## src/hdl/dcd_pkg.sv

```systemverilog
// Shared types, constants and month tables for the calendar date distance unit.
package dcd_pkg;

  localparam int unsigned OP_W     = 2;
  localparam int unsigned YEAR_W   = 14;
  localparam int unsigned MONTH_W  = 4;
  localparam int unsigned DAY_W    = 5;
  localparam int unsigned WDAY_W   = 3;
  localparam int unsigned DN_W     = 23;
  localparam int unsigned DIST_W   = 22;
  localparam int unsigned LEN_W    = 5;
  localparam int unsigned CUM_W    = 9;
  localparam int unsigned QH_W     = 8;
  localparam int unsigned Q7_W     = 21;
  localparam int unsigned NDAY_W   = 8;

  localparam int unsigned LANE_STAGES = 4;

  // op bit positions
  localparam int unsigned OP_NTH_A_BIT = 1;
  localparam int unsigned OP_NTH_B_BIT = 0;

  // reciprocal constants: floor(x/100) = (x*5243)>>19 for x < 2^14,
  // floor(x/7) = (x*9586981)>>26 for x < 2^23
  localparam int unsigned RECIP100    = 5243;
  localparam int unsigned RECIP100_SH = 19;
  localparam int unsigned RECIP7      = 9586981;
  localparam int unsigned RECIP7_SH   = 26;

  localparam logic [MONTH_W-1:0] MONTH_JAN = 4'd1;
  localparam logic [MONTH_W-1:0] MONTH_FEB = 4'd2;
  localparam logic [MONTH_W-1:0] MONTH_DEC = 4'd12;
  localparam logic [WDAY_W-1:0]  WDAY_SAT  = 3'd6;
  localparam logic [LEN_W-1:0]   LEAP_FEB_LEN = 5'd29;

  typedef struct packed {
    logic               nth;
    logic [YEAR_W-1:0]  year;
    logic [MONTH_W-1:0] month;
    logic [DAY_W-1:0]   day;
    logic [WDAY_W-1:0]  weekday;
  } date_t;

  typedef struct packed {
    logic            ok;
    logic [DN_W-1:0] dn;
  } lane_res_t;

  // days before month m in a common year
  function automatic logic [CUM_W-1:0] month_cum(logic [MONTH_W-1:0] m);
    case (m)
      4'd1:    return 9'd0;
      4'd2:    return 9'd31;
      4'd3:    return 9'd59;
      4'd4:    return 9'd90;
      4'd5:    return 9'd120;
      4'd6:    return 9'd151;
      4'd7:    return 9'd181;
      4'd8:    return 9'd212;
      4'd9:    return 9'd243;
      4'd10:   return 9'd273;
      4'd11:   return 9'd304;
      4'd12:   return 9'd334;
      default: return 9'd0;
    endcase
  endfunction

  function automatic logic [LEN_W-1:0] month_len(logic [MONTH_W-1:0] m);
    case (m)
      4'd2:    return 5'd28;
      4'd4:    return 5'd30;
      4'd6:    return 5'd30;
      4'd9:    return 5'd30;
      4'd11:   return 5'd30;
      default: return 5'd31;
    endcase
  endfunction

endpackage

```

## src/hdl/dcd_if.sv

```systemverilog
// Valid/ready channel interfaces for date pairs in and distances out.
interface dcd_in_if;
  import dcd_pkg::*;
  logic               valid;
  logic               ready;
  logic [OP_W-1:0]    op;
  logic [YEAR_W-1:0]  year_a;
  logic [MONTH_W-1:0] month_a;
  logic [DAY_W-1:0]   day_a;
  logic [WDAY_W-1:0]  weekday_a;
  logic [YEAR_W-1:0]  year_b;
  logic [MONTH_W-1:0] month_b;
  logic [DAY_W-1:0]   day_b;
  logic [WDAY_W-1:0]  weekday_b;

  modport source (
    output valid, op, year_a, month_a, day_a, weekday_a,
           year_b, month_b, day_b, weekday_b,
    input  ready
  );
  modport sink (
    input  valid, op, year_a, month_a, day_a, weekday_a,
           year_b, month_b, day_b, weekday_b,
    output ready
  );
endinterface

interface dcd_out_if;
  import dcd_pkg::*;
  logic              valid;
  logic              ready;
  logic              invalid;
  logic [DIST_W-1:0] day_distance;

  modport source (output valid, invalid, day_distance, input ready);
  modport sink (input valid, invalid, day_distance, output ready);
endinterface

```

## src/hdl/dcd_lane.sv

```systemverilog
// One date lane: checks a date and turns it into a day number over four stages.
module dcd_lane #(
  parameter int unsigned MAX_YEAR = 9999
) (
  input  logic              clk_i,
  input  logic              en_i,
  input  dcd_pkg::date_t    date_i,
  output dcd_pkg::lane_res_t res_o
);
  import dcd_pkg::*;

  // stage 1: year bounds, field checks, divisions by 100
  logic [YEAR_W-1:0]           p_c;
  logic [YEAR_W+13-1:0]        prod_p_c, prod_y_c;
  logic                        ok1_c;

  logic [YEAR_W-1:0]  p_q, y1_q;
  logic [QH_W-1:0]    qp_q, qy_q;
  logic [MONTH_W-1:0] m1_q;
  logic [DAY_W-1:0]   d1_q;
  logic [WDAY_W-1:0]  w1_q;
  logic               nth1_q, ok1_q;

  always_comb begin
    p_c      = date_i.year - YEAR_W'(1);
    prod_p_c = (YEAR_W+13)'(p_c) * (YEAR_W+13)'(RECIP100);
    prod_y_c = (YEAR_W+13)'(date_i.year) * (YEAR_W+13)'(RECIP100);
    ok1_c    = (date_i.year != '0) && (32'(date_i.year) <= MAX_YEAR) &&
               (date_i.month >= MONTH_JAN) && (date_i.month <= MONTH_DEC) &&
               (date_i.day != '0) && (!date_i.nth || (date_i.weekday <= WDAY_SAT));
  end

  always_ff @(posedge clk_i) begin
    if (en_i) begin
      p_q    <= p_c;
      y1_q   <= date_i.year;
      qp_q   <= QH_W'(prod_p_c >> RECIP100_SH);
      qy_q   <= QH_W'(prod_y_c >> RECIP100_SH);
      m1_q   <= date_i.month;
      d1_q   <= date_i.day;
      w1_q   <= date_i.weekday;
      nth1_q <= date_i.nth;
      ok1_q  <= ok1_c;
    end
  end

  // stage 2: leap rule, start of month, month length
  logic [DN_W-1:0]  ystart_c, first2_c;
  logic             hundred_c, leap_c, feb_adj_c;
  logic [LEN_W-1:0] len2_c;

  logic [DN_W-1:0]  first2_q;
  logic [LEN_W-1:0] len2_q;
  logic [DAY_W-1:0] d2_q;
  logic [WDAY_W-1:0] w2_q;
  logic             nth2_q, ok2_q;

  always_comb begin
    ystart_c  = DN_W'(p_q) * DN_W'(365) + DN_W'(p_q >> 2) - DN_W'(qp_q) + DN_W'(qp_q >> 2);
    hundred_c = (y1_q == YEAR_W'(YEAR_W'(qy_q) * YEAR_W'(100)));
    leap_c    = hundred_c ? (qy_q[1:0] == 2'd0) : (y1_q[1:0] == 2'd0);
    feb_adj_c = leap_c && (m1_q > MONTH_FEB);
    first2_c  = ystart_c + DN_W'(month_cum(m1_q)) + DN_W'(feb_adj_c);
    len2_c    = (leap_c && (m1_q == MONTH_FEB)) ? LEAP_FEB_LEN : month_len(m1_q);
  end

  always_ff @(posedge clk_i) begin
    if (en_i) begin
      first2_q <= first2_c;
      len2_q   <= len2_c;
      d2_q     <= d1_q;
      w2_q     <= w1_q;
      nth2_q   <= nth1_q;
      ok2_q    <= ok1_q;
    end
  end

  // stage 3: quotient of (first + 1) by 7 for the weekday of the 1st
  logic [DN_W+24-1:0] prod7_c;

  logic [DN_W-1:0]  first3_q;
  logic [Q7_W-1:0]  q7_q;
  logic [LEN_W-1:0] len3_q;
  logic [DAY_W-1:0] d3_q;
  logic [WDAY_W-1:0] w3_q;
  logic             nth3_q, ok3_q;

  always_comb begin
    prod7_c = (DN_W+24)'(first2_q + DN_W'(1)) * (DN_W+24)'(RECIP7);
  end

  always_ff @(posedge clk_i) begin
    if (en_i) begin
      first3_q <= first2_q;
      q7_q     <= Q7_W'(prod7_c >> RECIP7_SH);
      len3_q   <= len2_q;
      d3_q     <= d2_q;
      w3_q     <= w2_q;
      nth3_q   <= nth2_q;
      ok3_q    <= ok2_q;
    end
  end

  // stage 4: day within month, length check, day number
  logic [DN_W-1:0]   rem_full_c;
  logic [2:0]        wd1_c;
  logic [3:0]        t_c;
  logic [2:0]        off_c;
  logic [NDAY_W-1:0] nday_c, day_c;
  logic              ok4_c;
  lane_res_t         res_q;

  always_comb begin
    rem_full_c = first3_q + DN_W'(1) - DN_W'(q7_q) * DN_W'(7);
    wd1_c      = rem_full_c[2:0];
    t_c        = 4'(w3_q) + 4'd7 - 4'(wd1_c);
    off_c      = (t_c >= 4'd7) ? 3'(t_c - 4'd7) : 3'(t_c);
    nday_c     = NDAY_W'(1) + NDAY_W'(off_c) + NDAY_W'(7) * (NDAY_W'(d3_q) - NDAY_W'(1));
    day_c      = nth3_q ? nday_c : NDAY_W'(d3_q);
    ok4_c      = ok3_q && (day_c <= NDAY_W'(len3_q));
  end

  always_ff @(posedge clk_i) begin
    if (en_i) begin
      res_q.ok <= ok4_c;
      res_q.dn <= first3_q + DN_W'(day_c) - DN_W'(1);
    end
  end

  assign res_o = res_q;

endmodule

```

## src/hdl/dcd_merge.sv

```systemverilog
// Merge stage: combines both lane results into validity and absolute distance.
module dcd_merge (
  input  logic                     clk_i,
  input  logic                     en_i,
  input  dcd_pkg::lane_res_t       res_a_i,
  input  dcd_pkg::lane_res_t       res_b_i,
  output logic                     invalid_o,
  output logic [dcd_pkg::DIST_W-1:0] distance_o
);
  import dcd_pkg::*;

  logic [DN_W-1:0]   diff_c;
  logic              both_ok_c;
  logic              invalid_q;
  logic [DIST_W-1:0] distance_q;

  always_comb begin
    diff_c    = (res_a_i.dn >= res_b_i.dn) ? (res_a_i.dn - res_b_i.dn)
                                           : (res_b_i.dn - res_a_i.dn);
    both_ok_c = res_a_i.ok && res_b_i.ok;
  end

  always_ff @(posedge clk_i) begin
    if (en_i) begin
      invalid_q  <= !both_ok_c;
      distance_q <= both_ok_c ? diff_c[DIST_W-1:0] : '0;
    end
  end

  assign invalid_o  = invalid_q;
  assign distance_o = distance_q;

endmodule

```

## src/hdl/calendar_date_distance_unit.sv

```systemverilog
// Pipeline: 4 lane stages and 1 merge stage from input beat to result beat.
// Throughput: one date pair per cycle while the output is not stalled; both lanes resolve a date each such cycle.
// A stalled output freezes the whole pipeline; input ready follows the output slot.
// Reset clears the stage valid bits and the output valid; payload is not reset.
// Top level: two date lanes in parallel and a merge stage for the distance.
module calendar_date_distance_unit #(
  parameter int unsigned MAX_YEAR = 9999
) (
  input  logic         clk_i,
  input  logic         rst_ni,
  dcd_in_if.sink       in_i,
  dcd_out_if.source    out_o
);
  import dcd_pkg::*;

  logic                   en;
  logic [LANE_STAGES-1:0] vld_q;
  logic                   out_valid_q;
  date_t                  date_a, date_b;
  lane_res_t              res_a, res_b;

  assign en         = !out_valid_q || out_o.ready;
  assign in_i.ready = en;

  always_comb begin
    date_a.nth     = in_i.op[OP_NTH_A_BIT];
    date_a.year    = in_i.year_a;
    date_a.month   = in_i.month_a;
    date_a.day     = in_i.day_a;
    date_a.weekday = in_i.weekday_a;
    date_b.nth     = in_i.op[OP_NTH_B_BIT];
    date_b.year    = in_i.year_b;
    date_b.month   = in_i.month_b;
    date_b.day     = in_i.day_b;
    date_b.weekday = in_i.weekday_b;
  end

  dcd_lane #(.MAX_YEAR(MAX_YEAR)) u_lane_a (
    .clk_i  (clk_i),
    .en_i   (en),
    .date_i (date_a),
    .res_o  (res_a)
  );

  dcd_lane #(.MAX_YEAR(MAX_YEAR)) u_lane_b (
    .clk_i  (clk_i),
    .en_i   (en),
    .date_i (date_b),
    .res_o  (res_b)
  );

  dcd_merge u_merge (
    .clk_i      (clk_i),
    .en_i       (en),
    .res_a_i    (res_a),
    .res_b_i    (res_b),
    .invalid_o  (out_o.invalid),
    .distance_o (out_o.day_distance)
  );

  always_ff @(posedge clk_i or negedge rst_ni) begin
    if (!rst_ni) begin
      vld_q       <= '0;
      out_valid_q <= 1'b0;
    end else if (en) begin
      vld_q       <= {vld_q[LANE_STAGES-2:0], in_i.valid};
      out_valid_q <= vld_q[LANE_STAGES-1];
    end
  end

  assign out_o.valid = out_valid_q;

  a_invalid_zero: assert property (@(posedge clk_i) disable iff (!rst_ni)
    out_o.valid && out_o.invalid |-> out_o.day_distance == '0)
    else $error("invalid beat carries a nonzero distance");

  a_last_stage_reaches_out: assert property (@(posedge clk_i) disable iff (!rst_ni)
    vld_q[LANE_STAGES-1] && en |=> out_o.valid)
    else $error("lane result lost before output register");

  a_stall_freezes: assert property (@(posedge clk_i) disable iff (!rst_ni)
    !en |=> $stable(vld_q))
    else $error("pipeline moved while output stalled");

endmodule
```

## src/flat_wrapper.sv

```systemverilog
// flat-port wrapper written by rule: the top's interface ports become plain ports
module calendar_date_distance_unit_flat import dcd_pkg::*;
#(
  parameter int unsigned MAX_YEAR = 9999
)
  (clk_i, rst_ni, in_i_valid, in_i_op, in_i_year_a, in_i_month_a, in_i_day_a, in_i_weekday_a, in_i_year_b, in_i_month_b, in_i_day_b, in_i_weekday_b, in_i_ready, out_o_valid, out_o_invalid, out_o_day_distance, out_o_ready);
  dcd_in_if in_i_i ();
  dcd_out_if out_o_i ();
  input  logic clk_i;
  input  logic rst_ni;
  input wire logic [$bits(in_i_i.valid)-1:0] in_i_valid;
  input wire logic [$bits(in_i_i.op)-1:0] in_i_op;
  input wire logic [$bits(in_i_i.year_a)-1:0] in_i_year_a;
  input wire logic [$bits(in_i_i.month_a)-1:0] in_i_month_a;
  input wire logic [$bits(in_i_i.day_a)-1:0] in_i_day_a;
  input wire logic [$bits(in_i_i.weekday_a)-1:0] in_i_weekday_a;
  input wire logic [$bits(in_i_i.year_b)-1:0] in_i_year_b;
  input wire logic [$bits(in_i_i.month_b)-1:0] in_i_month_b;
  input wire logic [$bits(in_i_i.day_b)-1:0] in_i_day_b;
  input wire logic [$bits(in_i_i.weekday_b)-1:0] in_i_weekday_b;
  output wire logic [$bits(in_i_i.ready)-1:0] in_i_ready;
  output wire logic [$bits(out_o_i.valid)-1:0] out_o_valid;
  output wire logic [$bits(out_o_i.invalid)-1:0] out_o_invalid;
  output wire logic [$bits(out_o_i.day_distance)-1:0] out_o_day_distance;
  input wire logic [$bits(out_o_i.ready)-1:0] out_o_ready;
  assign in_i_i.valid = in_i_valid;
  assign in_i_i.op = in_i_op;
  assign in_i_i.year_a = in_i_year_a;
  assign in_i_i.month_a = in_i_month_a;
  assign in_i_i.day_a = in_i_day_a;
  assign in_i_i.weekday_a = in_i_weekday_a;
  assign in_i_i.year_b = in_i_year_b;
  assign in_i_i.month_b = in_i_month_b;
  assign in_i_i.day_b = in_i_day_b;
  assign in_i_i.weekday_b = in_i_weekday_b;
  assign in_i_ready = in_i_i.ready;
  assign out_o_valid = out_o_i.valid;
  assign out_o_invalid = out_o_i.invalid;
  assign out_o_day_distance = out_o_i.day_distance;
  assign out_o_i.ready = out_o_ready;
  calendar_date_distance_unit #(.MAX_YEAR(MAX_YEAR)) u_core (.clk_i(clk_i), .rst_ni(rst_ni), .in_i(in_i_i), .out_o(out_o_i));
endmodule
```

## config.mk

```make
export PLATFORM = sky130hd
export DESIGN_NAME = calendar_date_distance_unit_flat
export DESIGN_NICKNAME = d
export VERILOG_FILES = /design/src/hdl/dcd_pkg.sv /design/src/hdl/dcd_if.sv /design/src/hdl/dcd_lane.sv /design/src/hdl/dcd_merge.sv /design/src/hdl/calendar_date_distance_unit.sv /design/src/flat_wrapper.sv
export SDC_FILE = /design/constraint.sdc
export NUM_CORES = 2
export LEC_CHECK = 0
export ABC_CLOCK_PERIOD_IN_PS = 21600
export BUFFER_PORTS_ARGS = -buffer_cell sky130_fd_sc_hd__buf_2
export CAP_MARGIN = 20
export CORE_MARGIN = 1
export CORE_UTILIZATION = 50
export CTS_BUF_LIST = sky130_fd_sc_hd__clkbuf_8
export DETAILED_ROUTE_END_ITERATION = 12
export PLACE_DENSITY = 0.78
export SYNTH_ARGS = -nofsm -noshare
export SYNTH_HDL_FRONTEND = slang
export SYNTH_SLANG_ARGS = --single-unit
```

## constraint.sdc

```tcl
create_clock -name clk_i -period 21.6 [get_ports clk_i]
set_input_delay 3.24 -clock clk_i [delete_from_list [all_inputs] [get_ports clk_i]]
set_output_delay 3.24 -clock clk_i [all_outputs]
set_load 0.1 [all_outputs]
```

==> impl_metrics.py <==
metrics = {
    "status": {
        "status": "complete, no violations",
    },
    "drt": {
        "vias": 32044,
        "routed_via_density": 5.14,
        "drt_iter0_drc": 1437,
        "antenna_left": 0,
        "routed_wirelength_um": 102000,
        "drcViolationCount": 0,
        "wl_per_cell_um": 16.3,
        "firstDrtPassIters": 5,
    },
    "critical_path": {
        "cp_data_required_time_ps": 22040,
        "crit_family": "adder cells",
        "crit_type": "input port to flip-flop",
        "critPathMaxStageDelay_ps": 590,
        "cp_max_fo": 9,
        "worstSetupEndpointType": "flip-flop",
        "crit_slowest_cell": "xnor2_1",
        "cp_common_cell": "fa_1",
        "crit_buf_inv": 2,
        "cp-start-kind": "input port",
        "rrSetupSlack_ps": 12490,
        "rr_startpoint": "u_core.u_lane_b.qy_q[2]$_DFFE_PN_",
        "worstPathCellList": "buf_2, inv_1, ha_1, a21boi_0, nand4_1, nor2_1, nand2_1, xnor2_1, fa_1, ha_1, fa_1, fa_1, fa_1, ha_1, a211o_1, or4_1, o31ai_1, a31oi_1, a221o_1, o41a_1, a21o_1, a21o_1, a21oi_1, xnor2_1",
        "arrival_ps": 10580,
        "startpoint": "in_i_year_a[2]",
    },
    "timing": {
        "drv_slew": 0,
        "max_freq_mhz": 98.6,
        "rsz0062_at_grt": "no",
        "worst_pin_slew_ps": 1150,
        "finalCritPeriodShare": 0.470,
        "fin_skew_ps": 63.7,
        "hold_viol": 0,
        "tns_ps": 0,
        "relSlewSlack": 0.211,
        "min_period_ps": 10150,
        "setup_viol_count_final": 0,
    },
    "grt": {
        "track_usage": 0.207,
        "grt_pass1_vias": 34855,
        "overflow": 0,
        "grt_max_degree": 80,
        "grt_pass1_wl_um": 172000,
        "antenna_found_initial": 4,
    },
    "synthesis": {
        "synthTopCellsByCount": "1235 x inv_1, 1108 x ha_1, 628 x fa_1, 333 x edfxtp_1, 229 x xnor2_1",
        "avgSynthCellArea_um2": 10.7,
        "ys_types": 69,
        "dominantRegCellSynth": "edfxtp_1",
        "ys_seq_elements": 356,
        "yosys.area.top_type": "ha_1",
        "synth_nets": 6525,
        "ys_warn_count": 0,
        "synth_top_area_share": 0.275,
        "synth_most_common_cell": "inv_1",
        "ys_seq_area_frac": 0.208,
        "syn_inst": 4731,
        "ys_async_sr_fraction": 0.0140,
        "syn_area_mm2": 0.0504,
        "synth.area.top_cells": "ha_1 27%, fa_1 25%, edfxtp_1 20%",
        "synth_edf_count": 333,
    },
    "placement": {
        "gp_congestion": 0.925,
        "dp_hpwl_um": 86700,
        "io_buffers": 82,
    },
    "clock_tree": {
        "post_cts_buffers": 0,
        "clk_latency_ps": 700,
        "cts_hold_buf": 0,
        "clkTransAtPathRegs_ps": 70,
        "cts_resized": 0,
        "cts_tree": "built",
        "cts_buffer_depth": 3,
        "root_buffer": "clkbuf_8",
        "h-tree-depth": 3,
        "cts_sinks": 356,
        "cts_buffers": 67,
    },
    "die": {
        "start_util": 0.504,
        "dieHeight_um": 320,
        "core-area_mm2": 0.100,
        "dieArea_mm2": 0.102,
        "die_w_um": 320,
        "io_pins": 83,
        "std_cell_rows": 116,
    },
    "final_layout": {
        "fin_nets": 6679,
        "layout-drive-gt1-share": 0.0504,
        "fillers": 8362,
        "syn2layout_area_growth_pct": 7.53,
    },
    "hold_path": {
        "min-delay-start": "u_core.u_lane_a.d1_q[0]$_DFFE_PN_",
        "hp-class": "flip-flop to flip-flop",
    },
    "job": {
        "cap_viol_max_count": 0,
    },
}
worst paths after layout:
kind,endpoint,cells after the start
setup reg to reg,u_core.u_lane_b.first2_q[22]$_DFFE_PN_,31
max in group asynchronous,u_core.out_o.valid$_DFFE_PN0N_,1
hold / removal,u_core.u_lane_a.d2_q[0]$_DFFE_PN_,0
setup / recovery,u_core.u_lane_a.qp_q[7]$_DFFE_PN_,24
hold reg to reg,u_core.u_lane_a.d2_q[0]$_DFFE_PN_,0
min in group asynchronous,u_core.vld_q[2]$_DFFE_PN0N_,1
through the flow:
| stage | setup WS [ps] | utilization | instances | hold WS, ps | cell area (um2) |
|---|---|---|---|---|---|
| final | 11450 | 0.542 | 6240 | 394 | 54200 |
| after global routing | 11020 | 0.542 | 6238 | 420 | 54200 |
| after CTS | 11450 | 0.542 | 6235 | 392 | 54200 |
| after detailed placement | 10710 | 0.526 | 6113 | 405 | 52600 |
| after global placement | 10850 | 0.526 | 6113 | 402 | 52600 |
| after floorplan | 4660 | - | 4731 | 400 | 50400 |
routing by layer:
layer | routed length (um) | track usage | vias to the layer above
met5 | 9 | 0 | -
met4 | 2210 | 0.0533 | 2
met3 | 4150 | 0.0284 | 147
met2 | 50000 | 0.361 | 570
met1 | 45300 | 0.270 | 15680
li1 | - | - | 15645
registers in the layout, summed over array words and instances, names as in the netlist, 22 cells and up, named ones only:
register / flops
u_core.u_merge.distance_o: 22
u_core.u_lane_a.res_o: 24
u_core.u_lane_b.res_o: 24
u_core.u_lane_a.first2_q: 23
u_core.u_lane_a.first3_q: 23
u_core.u_lane_b.first2_q: 23
u_core.u_lane_b.first3_q: 23
cells in the final DEF (no fill, tap or decap), types with 8 or more instances in the layout:
master,Yosys,layout
a211o_1,8,8
a211oi_1,17,17
a21o_1,62,62
a21oi_1,148,148
a31oi_1,10,10
and3_1,24,24
buf_2,11,82
buf_4,0,29
bufinv_16,0,12
clkbuf_8,0,74
clkinv_1,0,8
clkinv_2,0,10
dfxtp_1,18,18
edfxtp_1,333,333
fa_1,628,628
ha_1,1108,1108
inv_1,1235,1242
mux2_2,9,9
mux2i_1,28,28
nand2_1,126,126
nand2b_1,11,10
nand3_1,63,63
nand4_1,31,31
nor2_1,174,174
nor2b_1,26,26
nor3_1,57,57
o211ai_1,10,10
o21a_1,26,26
o21ai_0,69,69
o21ai_1,20,20
o21bai_1,28,28
o41ai_1,11,11
or3_1,8,8
xnor2_1,229,229
xor2_1,69,69
cells by family (layout without fill, tap and decap cells):
kind of cell	after synthesis	in the layout	synth area share
AOI/OAI and AO/OA	482	482	0.0621
xor gates and xnor gates	298	298	0.0517
adders and majority gates	1736	1736	0.524
buffers and inverters	1261	1468	0.0941
DFF	356	356	0.208
muxes	37	37	0.00757
other	0	4	0
and+or+nand+nor	561	561	0.0525
area by class of cell:
class / count / area, um2 / area share
diodes: 4 / 10.0 / 0.000185
clock buffers: 74 / 1020 / 0.0188
clock inverters: 48 / 606 / 0.0112
inverters: 1235 / 4640 / 0.0855
multi-input cells: 3114 / 35200 / 0.650
flip-flops and latches: 356 / 10500 / 0.193
well taps: 1298 / 1620 / 0.0299
repair buffers: 111 / 628 / 0.0116
Power is not shown: default switching activity piles up to over one toggle a cycle in this logic, so the estimate is an artifact.
